--- src/design/signed_integer_to_radix_digits_core_defines.svh ---
// ----------------------------------------------------------------------------
// signed_integer_to_radix_digits_core assertion macros
// Shared concurrent assertion forms, clocked on clk, gated by rst_n.
// ----------------------------------------------------------------------------
`ifndef SIGNED_INTEGER_TO_RADIX_DIGITS_CORE_DEFINES_SVH
`define SIGNED_INTEGER_TO_RADIX_DIGITS_CORE_DEFINES_SVH

// same-cycle implication
`define SIRD_ASSERT_IMPL(lbl, ante, cons) \
  lbl: assert property (@(posedge clk) disable iff (!rst_n) (ante) |-> (cons)) \
    else $error("sird assertion failed");

// next-cycle implication
`define SIRD_ASSERT_NEXT(lbl, ante, cons) \
  lbl: assert property (@(posedge clk) disable iff (!rst_n) (ante) |=> (cons)) \
    else $error("sird assertion failed");

`endif

--- src/design/sird_pkg.sv ---
// ----------------------------------------------------------------------------
// sird_pkg
// Types and constants shared by the radix digit converter modules.
// ----------------------------------------------------------------------------
`default_nettype none

package sird_pkg;

  localparam int VALUE_W       = 32;
  localparam int SYM_W         = 8;
  localparam int LEN_W         = 5;
  localparam int DIGIT_W       = 4;
  localparam int MAX_SYMBOLS   = 16;
  localparam int SYMTAB_W      = MAX_SYMBOLS * SYM_W;
  localparam int MAX_DIGITS    = 32;
  localparam int CNT_W         = 6;
  localparam int IDX_W         = 5;
  localparam int BITS_PER_STEP = 8;
  localparam int DIV_STEPS     = VALUE_W / BITS_PER_STEP;
  localparam int QUEUE_DEPTH   = 2;

  localparam logic [SYM_W-1:0] CHAR_MINUS = 8'h2D;
  localparam logic [SYM_W-1:0] CHAR_PLUS  = 8'h2B;

  // register indexes (paddr[4:3])
  localparam logic [1:0] REG_BASE_LENGTH  = 2'd0;
  localparam logic [1:0] REG_SYMBOLS_LOW  = 2'd1;
  localparam logic [1:0] REG_SYMBOLS_HIGH = 2'd2;

  typedef struct packed {
    logic               neg;
    logic [VALUE_W-1:0] mag;
  } item_t;

  typedef enum logic [1:0] {
    BK_IDLE,
    BK_DIV,
    BK_SIGN,
    BK_EMIT
  } back_state_t;

endpackage

`default_nettype wire

--- src/design/signed_integer_to_radix_digits_core.sv ---
// ----------------------------------------------------------------------------
// signed_integer_to_radix_digits_core
// Converts signed 32-bit words to text characters in a configurable radix.
// ----------------------------------------------------------------------------
// Usage:
//   in_*   : one signed 32-bit word per transfer.
//   out_*  : one character byte per transfer; tlast marks the final digit.
//            A negative word gives '-' first, then digits, most significant
//            first. With a bad symbol table a word gives no characters.
//   cfg_*  : 64-bit register port. 0x00 base_length, 0x08 symbols_low,
//            0x10 symbols_high. Write only while the block is idle.
// Timing:
//   The divider takes 8 dividend bits a cycle and gives one digit per pass
//   over the magnitude; the characters ('-' first if negative) then leave at
//   one per cycle from the output register while out_tready stays high.
//   A two-entry queue lets the front take words while the back is busy.
// Reset: clears queue, sequencer, output valid flag and all config registers.
// Stall: a held output keeps its character; the back and then the queue
//   fill, after which in_tready drops.
// ----------------------------------------------------------------------------
`default_nettype none

module signed_integer_to_radix_digits_core (
  input  wire logic        clk,
  input  wire logic        rst_n,
  input  wire logic        in_tvalid,
  output logic             in_tready,
  input  wire logic [31:0] in_tdata,     // [31:0] value
  output logic             out_tvalid,
  input  wire logic        out_tready,
  output logic [7:0]       out_tdata,    // [7:0] symbol
  output logic             out_tlast,
  input  wire logic        cfg_psel,
  input  wire logic        cfg_penable,
  input  wire logic        cfg_pwrite,
  input  wire logic [4:0]  cfg_paddr,
  input  wire logic [63:0] cfg_pwdata,
  output logic [63:0]      cfg_prdata,
  output logic             cfg_pready
);
  import sird_pkg::*;

  logic [LEN_W-1:0]    base_length_r;
  logic [63:0]         symbols_low_r;
  logic [63:0]         symbols_high_r;
  logic [SYMTAB_W-1:0] symbols;
  logic [1:0]          reg_idx;
  logic                cfg_wr;

  logic  q_full, q_push, q_valid, q_pop;
  item_t q_in_item, q_out_item;

  assign cfg_pready = 1'b1;
  assign reg_idx    = cfg_paddr[4:3];
  assign cfg_wr     = cfg_psel && cfg_penable && cfg_pwrite && cfg_pready;
  assign symbols    = {symbols_high_r, symbols_low_r};

  always_ff @(posedge clk) begin
    if (!rst_n) begin
      base_length_r  <= '0;
      symbols_low_r  <= '0;
      symbols_high_r <= '0;
    end else if (cfg_wr) begin
      case (reg_idx)
        REG_BASE_LENGTH:  base_length_r  <= cfg_pwdata[LEN_W-1:0];
        REG_SYMBOLS_LOW:  symbols_low_r  <= cfg_pwdata;
        REG_SYMBOLS_HIGH: symbols_high_r <= cfg_pwdata;
        default: ;
      endcase
    end
  end

  always_comb begin
    case (reg_idx)
      REG_BASE_LENGTH:  cfg_prdata = {{(64-LEN_W){1'b0}}, base_length_r};
      REG_SYMBOLS_LOW:  cfg_prdata = symbols_low_r;
      REG_SYMBOLS_HIGH: cfg_prdata = symbols_high_r;
      default:          cfg_prdata = '0;
    endcase
  end

  sird_front u_front (
    .in_tvalid   (in_tvalid),
    .in_tready   (in_tready),
    .in_tdata    (in_tdata),
    .base_length (base_length_r),
    .symbols     (symbols),
    .q_full      (q_full),
    .q_push      (q_push),
    .q_item      (q_in_item)
  );

  sird_queue u_queue (
    .clk       (clk),
    .rst_n     (rst_n),
    .push      (q_push),
    .push_item (q_in_item),
    .full      (q_full),
    .pop_valid (q_valid),
    .pop       (q_pop),
    .pop_item  (q_out_item)
  );

  sird_back u_back (
    .clk        (clk),
    .rst_n      (rst_n),
    .radix      (base_length_r),
    .symbols    (symbols),
    .q_valid    (q_valid),
    .q_item     (q_out_item),
    .q_pop      (q_pop),
    .out_tvalid (out_tvalid),
    .out_tready (out_tready),
    .out_tdata  (out_tdata),
    .out_tlast  (out_tlast)
  );

endmodule

`default_nettype wire

--- src/design/sird_front.sv ---
// ----------------------------------------------------------------------------
// sird_front
// Accepts input words, checks the symbol table and forms sign and magnitude.
// ----------------------------------------------------------------------------
`default_nettype none

module sird_front (
  input  wire logic                          in_tvalid,
  output logic                               in_tready,
  input  wire logic [sird_pkg::VALUE_W-1:0]  in_tdata,     // [31:0] value
  input  wire logic [sird_pkg::LEN_W-1:0]    base_length,
  input  wire logic [sird_pkg::SYMTAB_W-1:0] symbols,
  input  wire logic                          q_full,
  output logic                               q_push,
  output sird_pkg::item_t                    q_item
);
  import sird_pkg::*;

  logic [SYM_W-1:0] sym [MAX_SYMBOLS];
  logic             base_ok;

  always_comb begin
    for (int i = 0; i < MAX_SYMBOLS; i++) begin
      sym[i] = symbols[i*SYM_W +: SYM_W];
    end
  end

  // every pair of symbols in use is compared in parallel
  always_comb begin
    base_ok = (base_length >= LEN_W'(2)) && (base_length <= LEN_W'(MAX_SYMBOLS));
    for (int i = 0; i < MAX_SYMBOLS; i++) begin
      if (LEN_W'(i) < base_length) begin
        if (sym[i] == CHAR_PLUS || sym[i] == CHAR_MINUS) begin
          base_ok = 1'b0;
        end
        for (int j = i + 1; j < MAX_SYMBOLS; j++) begin
          if (LEN_W'(j) < base_length && sym[j] == sym[i]) begin
            base_ok = 1'b0;
          end
        end
      end
    end
  end

  assign in_tready  = !q_full;
  // with a bad table the word is taken and dropped
  assign q_push     = in_tvalid && !q_full && base_ok;
  assign q_item.neg = in_tdata[VALUE_W-1];
  assign q_item.mag = in_tdata[VALUE_W-1] ? (VALUE_W'(0) - in_tdata) : in_tdata;

endmodule

`default_nettype wire

--- src/design/sird_queue.sv ---
// ----------------------------------------------------------------------------
// sird_queue
// Short FIFO of classified words between front and back.
// ----------------------------------------------------------------------------
`default_nettype none

`include "signed_integer_to_radix_digits_core_defines.svh"

module sird_queue (
  input  wire logic            clk,
  input  wire logic            rst_n,
  input  wire logic            push,
  input  wire sird_pkg::item_t push_item,
  output logic                 full,
  output logic                 pop_valid,
  input  wire logic            pop,
  output sird_pkg::item_t      pop_item
);
  import sird_pkg::*;

  localparam int PTR_W = $clog2(QUEUE_DEPTH);
  localparam int CQ_W  = $clog2(QUEUE_DEPTH + 1);

  item_t            mem_r [QUEUE_DEPTH];
  logic [PTR_W-1:0] wr_ptr_r, wr_ptr_nxt;
  logic [PTR_W-1:0] rd_ptr_r, rd_ptr_nxt;
  logic [CQ_W-1:0]  count_r, count_nxt;
  logic             do_push, do_pop;

  assign full      = (count_r == CQ_W'(QUEUE_DEPTH));
  assign pop_valid = (count_r != '0);
  assign pop_item  = mem_r[rd_ptr_r];
  assign do_push   = push && !full;
  assign do_pop    = pop && pop_valid;

  always_comb begin
    wr_ptr_nxt = do_push ? PTR_W'(wr_ptr_r + 1'b1) : wr_ptr_r;
    rd_ptr_nxt = do_pop  ? PTR_W'(rd_ptr_r + 1'b1) : rd_ptr_r;
    count_nxt  = count_r;
    if (do_push && !do_pop) begin
      count_nxt = CQ_W'(count_r + 1'b1);
    end else if (do_pop && !do_push) begin
      count_nxt = CQ_W'(count_r - 1'b1);
    end
  end

  always_ff @(posedge clk) begin
    if (!rst_n) begin
      wr_ptr_r <= '0;
      rd_ptr_r <= '0;
      count_r  <= '0;
    end else begin
      wr_ptr_r <= wr_ptr_nxt;
      rd_ptr_r <= rd_ptr_nxt;
      count_r  <= count_nxt;
    end
  end

  always_ff @(posedge clk) begin
    if (do_push) begin
      mem_r[wr_ptr_r] <= push_item;
    end
  end

  `SIRD_ASSERT_IMPL(a_count_bound, 1'b1, count_r <= CQ_W'(QUEUE_DEPTH))
  `SIRD_ASSERT_IMPL(a_no_push_full, push, !full)
  `SIRD_ASSERT_IMPL(a_no_pop_empty, pop, pop_valid)

endmodule

`default_nettype wire

--- src/design/sird_back.sv ---
// ----------------------------------------------------------------------------
// sird_back
// Divides the magnitude by the radix, stacks the digits, emits characters.
// ----------------------------------------------------------------------------
`default_nettype none

`include "signed_integer_to_radix_digits_core_defines.svh"

module sird_back (
  input  wire logic                          clk,
  input  wire logic                          rst_n,
  input  wire logic [sird_pkg::LEN_W-1:0]    radix,
  input  wire logic [sird_pkg::SYMTAB_W-1:0] symbols,
  input  wire logic                          q_valid,
  input  wire sird_pkg::item_t               q_item,
  output logic                               q_pop,
  output logic                               out_tvalid,
  input  wire logic                          out_tready,
  output logic [sird_pkg::SYM_W-1:0]         out_tdata,   // [7:0] symbol
  output logic                               out_tlast
);
  import sird_pkg::*;

  localparam int STEP_W = $clog2(DIV_STEPS);
  localparam logic [STEP_W-1:0] STEP_LAST = STEP_W'(DIV_STEPS - 1);

  back_state_t        state_r, state_nxt;
  logic [VALUE_W-1:0] mag_r, mag_nxt;
  logic [DIGIT_W-1:0] rem_r, rem_nxt;
  logic [STEP_W-1:0]  step_r, step_nxt;
  logic [CNT_W-1:0]   cnt_r, cnt_nxt;
  logic               neg_r, neg_nxt;
  logic               out_valid_r, out_valid_nxt;
  logic [SYM_W-1:0]   out_sym_r, out_sym_nxt;
  logic               out_last_r, out_last_nxt;
  logic [DIGIT_W-1:0] stack_r [MAX_DIGITS];

  logic [VALUE_W-1:0]       div_quot;
  logic [DIGIT_W-1:0]       div_rem;
  logic [BITS_PER_STEP-1:0] qbits;
  logic                     push_digit;
  logic                     load_ok;
  logic [IDX_W-1:0]         emit_idx;
  logic [DIGIT_W-1:0]       emit_digit;
  logic [SYM_W-1:0]         emit_sym;

  // restoring long division, eight dividend bits per cycle
  always_comb begin
    logic [DIGIT_W:0] t;
    logic [DIGIT_W-1:0] r;
    r     = rem_r;
    qbits = '0;
    for (int k = BITS_PER_STEP - 1; k >= 0; k--) begin
      t = {r, mag_r[VALUE_W - BITS_PER_STEP + k]};
      if (t >= radix) begin
        qbits[k] = 1'b1;
        r = DIGIT_W'(t - radix);
      end else begin
        r = t[DIGIT_W-1:0];
      end
    end
    div_rem  = r;
    div_quot = {mag_r[VALUE_W-BITS_PER_STEP-1:0], qbits};
  end

  assign load_ok    = !out_valid_r || out_tready;
  assign emit_idx   = IDX_W'(cnt_r - 1'b1);
  assign emit_digit = stack_r[emit_idx];
  assign emit_sym   = symbols[{emit_digit, 3'b000} +: SYM_W];

  always_comb begin
    state_nxt     = state_r;
    mag_nxt       = mag_r;
    rem_nxt       = rem_r;
    step_nxt      = step_r;
    cnt_nxt       = cnt_r;
    neg_nxt       = neg_r;
    out_valid_nxt = out_valid_r && !out_tready;
    out_sym_nxt   = out_sym_r;
    out_last_nxt  = out_last_r;
    q_pop         = 1'b0;
    push_digit    = 1'b0;
    case (state_r)
      BK_IDLE: begin
        if (q_valid) begin
          q_pop     = 1'b1;
          mag_nxt   = q_item.mag;
          neg_nxt   = q_item.neg;
          cnt_nxt   = '0;
          rem_nxt   = '0;
          step_nxt  = '0;
          state_nxt = BK_DIV;
        end
      end
      BK_DIV: begin
        mag_nxt  = div_quot;
        rem_nxt  = div_rem;
        step_nxt = STEP_W'(step_r + 1'b1);
        if (step_r == STEP_LAST) begin
          push_digit = 1'b1;
          cnt_nxt    = CNT_W'(cnt_r + 1'b1);
          rem_nxt    = '0;
          if (div_quot == '0 || cnt_r == CNT_W'(MAX_DIGITS - 1)) begin
            state_nxt = neg_r ? BK_SIGN : BK_EMIT;
          end
        end
      end
      BK_SIGN: begin
        if (load_ok) begin
          out_valid_nxt = 1'b1;
          out_sym_nxt   = CHAR_MINUS;
          out_last_nxt  = 1'b0;
          state_nxt     = BK_EMIT;
        end
      end
      BK_EMIT: begin
        if (load_ok) begin
          out_valid_nxt = 1'b1;
          out_sym_nxt   = emit_sym;
          out_last_nxt  = (cnt_r == CNT_W'(1));
          cnt_nxt       = CNT_W'(cnt_r - 1'b1);
          if (cnt_r == CNT_W'(1)) begin
            state_nxt = BK_IDLE;
          end
        end
      end
      default: begin
        state_nxt = BK_IDLE;
      end
    endcase
  end

  always_ff @(posedge clk) begin
    if (!rst_n) begin
      state_r     <= BK_IDLE;
      cnt_r       <= '0;
      step_r      <= '0;
      out_valid_r <= 1'b0;
    end else begin
      state_r     <= state_nxt;
      cnt_r       <= cnt_nxt;
      step_r      <= step_nxt;
      out_valid_r <= out_valid_nxt;
    end
  end

  always_ff @(posedge clk) begin
    mag_r      <= mag_nxt;
    rem_r      <= rem_nxt;
    neg_r      <= neg_nxt;
    out_sym_r  <= out_sym_nxt;
    out_last_r <= out_last_nxt;
    if (push_digit) begin
      stack_r[cnt_r[IDX_W-1:0]] <= div_rem;
    end
  end

  assign out_tvalid = out_valid_r;
  assign out_tdata  = out_sym_r;
  assign out_tlast  = out_last_r;

  `SIRD_ASSERT_IMPL(a_div_room, state_r == BK_DIV, cnt_r < CNT_W'(MAX_DIGITS))
  `SIRD_ASSERT_IMPL(a_emit_has_digit, state_r == BK_EMIT, cnt_r != '0)
  `SIRD_ASSERT_NEXT(a_idle_starts, state_r == BK_IDLE && q_valid, state_r == BK_DIV)

endmodule

`default_nettype wire

--- config.mk ---
export PLATFORM = sky130hd
export DESIGN_NAME = signed_integer_to_radix_digits_core
export DESIGN_NICKNAME = d
export VERILOG_FILES = /design/src/design/sird_pkg.sv /design/src/design/signed_integer_to_radix_digits_core.sv /design/src/design/sird_front.sv /design/src/design/sird_queue.sv /design/src/design/sird_back.sv
export VERILOG_INCLUDE_DIRS = /design/src /design/src/design
export SDC_FILE = /design/constraint.sdc
export NUM_CORES = 2
export LEC_CHECK = 0
export BUFFER_PORTS_ARGS = -buffer_cell sky130_fd_sc_hd__buf_2
export CAP_MARGIN = 20
export CELL_PAD_IN_SITES_DETAIL_PLACEMENT = 1
export CELL_PAD_IN_SITES_GLOBAL_PLACEMENT = 1
export CORE_ASPECT_RATIO = 0.6
export CORE_MARGIN = 2
export CORE_UTILIZATION = 31
export DETAILED_ROUTE_END_ITERATION = 7
export PLACE_DENSITY = 0.62
export SYNTH_ARGS = -nofsm -noshare
export SYNTH_HDL_FRONTEND = slang
export SYNTH_SLANG_ARGS = --single-unit
--- constraint.sdc ---
create_clock -name clk -period 16.7 [get_ports clk]
set_input_delay 0 -clock clk [delete_from_list [all_inputs] [get_ports clk]]
set_output_delay 0 -clock clk [all_outputs]
set_load 0.05 [all_outputs]
==> out/qor.yml <==
outcome:
  outcome: "complete, no violations"
routing:
  wl_per_cell_microns: 28.7
  avgViaCountPerCell: 5.75
  ant_nets: 0
  met3WireLength_mm: 15.4
  drt-total-wl_mm: 140
  top_layer_used: "met5"
  drt-met1-wl_mm: 64.3
  dr_wl_met2_mm: 55.6
  vias: 28100
  drt_iter0_drc: 3359
  dr.pass1.iters: 5
  drcViolationCount: 0
synthesis:
  synth_largest_area_cell: "edfxtp_1"
  synth_fp_nets: 3569
  synth-seq-area-share_pct: 32.4
  async_reset_ff_share_pct: 0
  synth_cell_types: 70
  ys.flop_type: "edfxtp_1"
  avgSynthCellArea_sq_um: 9.24
  synth_common_cells: "xnor2_1 (815), nand2_1 (336), edfxtp_1 (240)"
  synth.area.top_cells: "edfxtp_1 (23%), xnor2_1 (23%), dfxtp_1 (9.5%)"
  netlist_area_sq_mm: 0.0314
  synth_seq_cells: 389
  synth_edf_count: 240
  synth_top_area_share_pct: 22.9
  syn_inst: 3400
  synth.most_common_cell: "xnor2_1"
  ys_warn_count: 0
global_route:
  grt_start_max_net_pins: 75
  grt_overflow: 0
  grt_pass1_wl_mm: 202
  antenna_found_initial: 5
  grt_usage_pct: 26.2
  grt_pass1_vias: 27900
floorplan:
  start_util_pct: 31.3
  die_y_microns: 251
  core-area_sq_mm: 0.100
  boundaryPins: 184
  dieArea_sq_mm: 0.104
  die_w_microns: 415
  num_rows: 90
cts:
  cts_buffers: 40
  clk_pin_slew_ps: 60
  cts_sinks: 389
  cts_max_level: 2
  post-cts-setup-buffers: 0
  clock_latency_ps: 600
  clockBufferDepth: 3
  cts_tree: "built"
  clk_root_buffer_cell: "clkbuf_16"
final_layout:
  drive_gt1_share_pct: 14.1
  synthToLayoutAreaGrowth_pct: 14.7
  fillerInstances: 11500
  nets: 3686
placement:
  gp_congestion: 0.966
  io_buffers: 179
  dp_hpwl_mm: 93.0
critical_path:
  worstSetupPathType: "flip-flop to flip-flop"
  cpMostUsedCell: "a21o_1"
  cp-start-kind: "flip-flop"
  crit_fanout: 32
  critPathSlowestCell: "dfxtp_1"
  max_stage_delay_ps: 780
  crit_arrival_ps: 15120
  endpoint_kind: "flip-flop"
  cp_data_required_time_ps: 16960
timing:
  period_share_pct: 89.0
  tightest_slew_ps: 1160
  tns_ps: 0
  setup_viol_count_final: 0
  rsz0062_at_grt: "no"
  finalCriticalPeriod_ps: 14860
  max-slew-margin-rel_pct: 21.8
  fin_skew_ps: 14.5
  fmax_mhz: 67.3
  hold_viol_final: 0
  slew_viol_final: 0
  hold_slack_ps: 93.3
run:
  maxCapViolations: 0
hold_path:
  hold_path.class: "input port to flip-flop"
-- timing repair --
| item | 4_1_cts | 5_1_grt |
|---|---|---|
| resized for setup | 0 | 0 |
| hold buffers | 108 | 0 |
| hold endpoints to repair | 202 | 0 |
-- layout by cell type, fill, tap and decap left out, types with 17 or more instances in the layout --
| cell | instances |
|---|---|
| mux4_2 | 40 |
| a21oi_1 | 164 |
| nand2b_1 | 17 |
| nor2_1 | 78 |
| nand2_1 | 336 |
| nor3_1 | 96 |
| edfxtp_1 | 240 |
| clkbuf_16 | 41 |
| xor2_1 | 206 |
| mux2_2 | 28 |
| nand3_1 | 27 |
| dfxtp_1 | 145 |
| mux2i_1 | 102 |
| o21ai_0 | 70 |
| ha_1 | 51 |
| buf_2 | 179 |
| nand4_1 | 197 |
| a22o_1 | 68 |
| xnor2_1 | 815 |
| nor4_1 | 87 |
| a21o_1 | 17 |
| inv_1 | 40 |
| buf_4 | 159 |
| dlygate4sd3_1 | 108 |
| a31oi_1 | 25 |
-- flip-flops by register name, summed over array words and instances (netlist names), named ones only --
| signal | cells |
|---|---|
| base_length_r | 5 |
| symbols_high_r | 64 |
| symbols_low_r | 64 |
| u_back.cnt_r | 6 |
| u_back.mag_r | 32 |
| u_back.neg_r | 1 |
| u_back.out_tdata | 8 |
| u_back.out_tlast | 1 |
| u_back.out_tvalid | 1 |
| u_back.rem_r | 4 |
| u_back.stack_r | 128 |
| u_back.state_r | 2 |
| u_back.step_r | 2 |
| u_queue.count_r | 2 |
| u_queue.mem_r | 66 |
| u_queue.rd_ptr_r | 1 |
| u_queue.wr_ptr_r | 1 |
-- worst max-delay path: cells and delay by family, from the launching register on --
family          cells  cell delay, ps
simple gates       12            2080
mux                 6            2190
flops               1             780
buf+inv             3             610
compound gates     28            6140
fa+ha+maj           8            2660
-- final cells by class --
| type | count | area, sq um | area share, % |
|---|---|---|---|
| Timing Repair Buffer | 447 | 3190 | 8.84 |
| Clock buffer | 59 | 1160 | 3.23 |
| Multi-Input combinational cell | 2598 | 19500 | 54.1 |
| Sequential cell | 389 | 10200 | 28.3 |
| Clock inverter | 15 | 161 | 0.448 |
| Tap cell | 1334 | 1670 | 4.63 |
| Antenna cell | 1 | 2.50 | 0.00695 |
| Inverter | 41 | 156 | 0.434 |
-- stage by stage --
stage / cell area (sq um) / cells / worst slack (ps) / utilization, %
6_report: 36000 / 4884 / 1840 / 35.9
3_5_place_dp: 33600 / 4700 / 1810 / 33.5
5_1_grt: 36000 / 4884 / 414 / 35.9
2_1_floorplan: 31400 / 3400 / 3570 / -
4_1_cts: 36000 / 4882 / 1710 / 35.9
3_3_place_gp: 33600 / 4699 / 2090 / 33.4
-- final timing paths --
kind	slack (ps)	cells past startpoint	end	from
hold reg to reg	460	2	symbols_high_r[55]$_SDFFE_PN0P_	symbols_high_r[55]$_SDFFE_PN0P_
setup / recovery	1840	57	u_back.stack_r[16][2]$_DFFE_PP_	base_length_r[2]$_SDFFE_PN0P_
hold / removal	90	4	base_length_r[2]$_SDFFE_PN0P_	cfg_penable
setup reg to reg	1840	57	u_back.stack_r[16][2]$_DFFE_PP_	base_length_r[2]$_SDFFE_PN0P_
-- metal layers --
layer / track usage [%] / vias to the layer above
met3: 7.03 / 309
met1: 38.6 / 14200
met2: 36.3 / 1530
met5: 0 / -
li1: - / 12100
met4: 8.37 / 4
-- logic make-up (layout without fill, tap and decap cells) --
logic type | Yosys count | in the layout | synth area share, %
xor+xnor | 1022 | 1022 | 28.5
flops | 389 | 389 | 32.4
simple gates | 917 | 917 | 14.8
mux | 173 | 173 | 7.26
other cells | 1 | 2 | 0.0119
buf+inv | 413 | 562 | 5.72
fa+ha+maj | 61 | 61 | 2.62
compound gates | 424 | 424 | 8.68
Power is left out: the tool's default activity adds up to more than one toggle a clock period on the data nets, which glitch-free logic cannot reach.
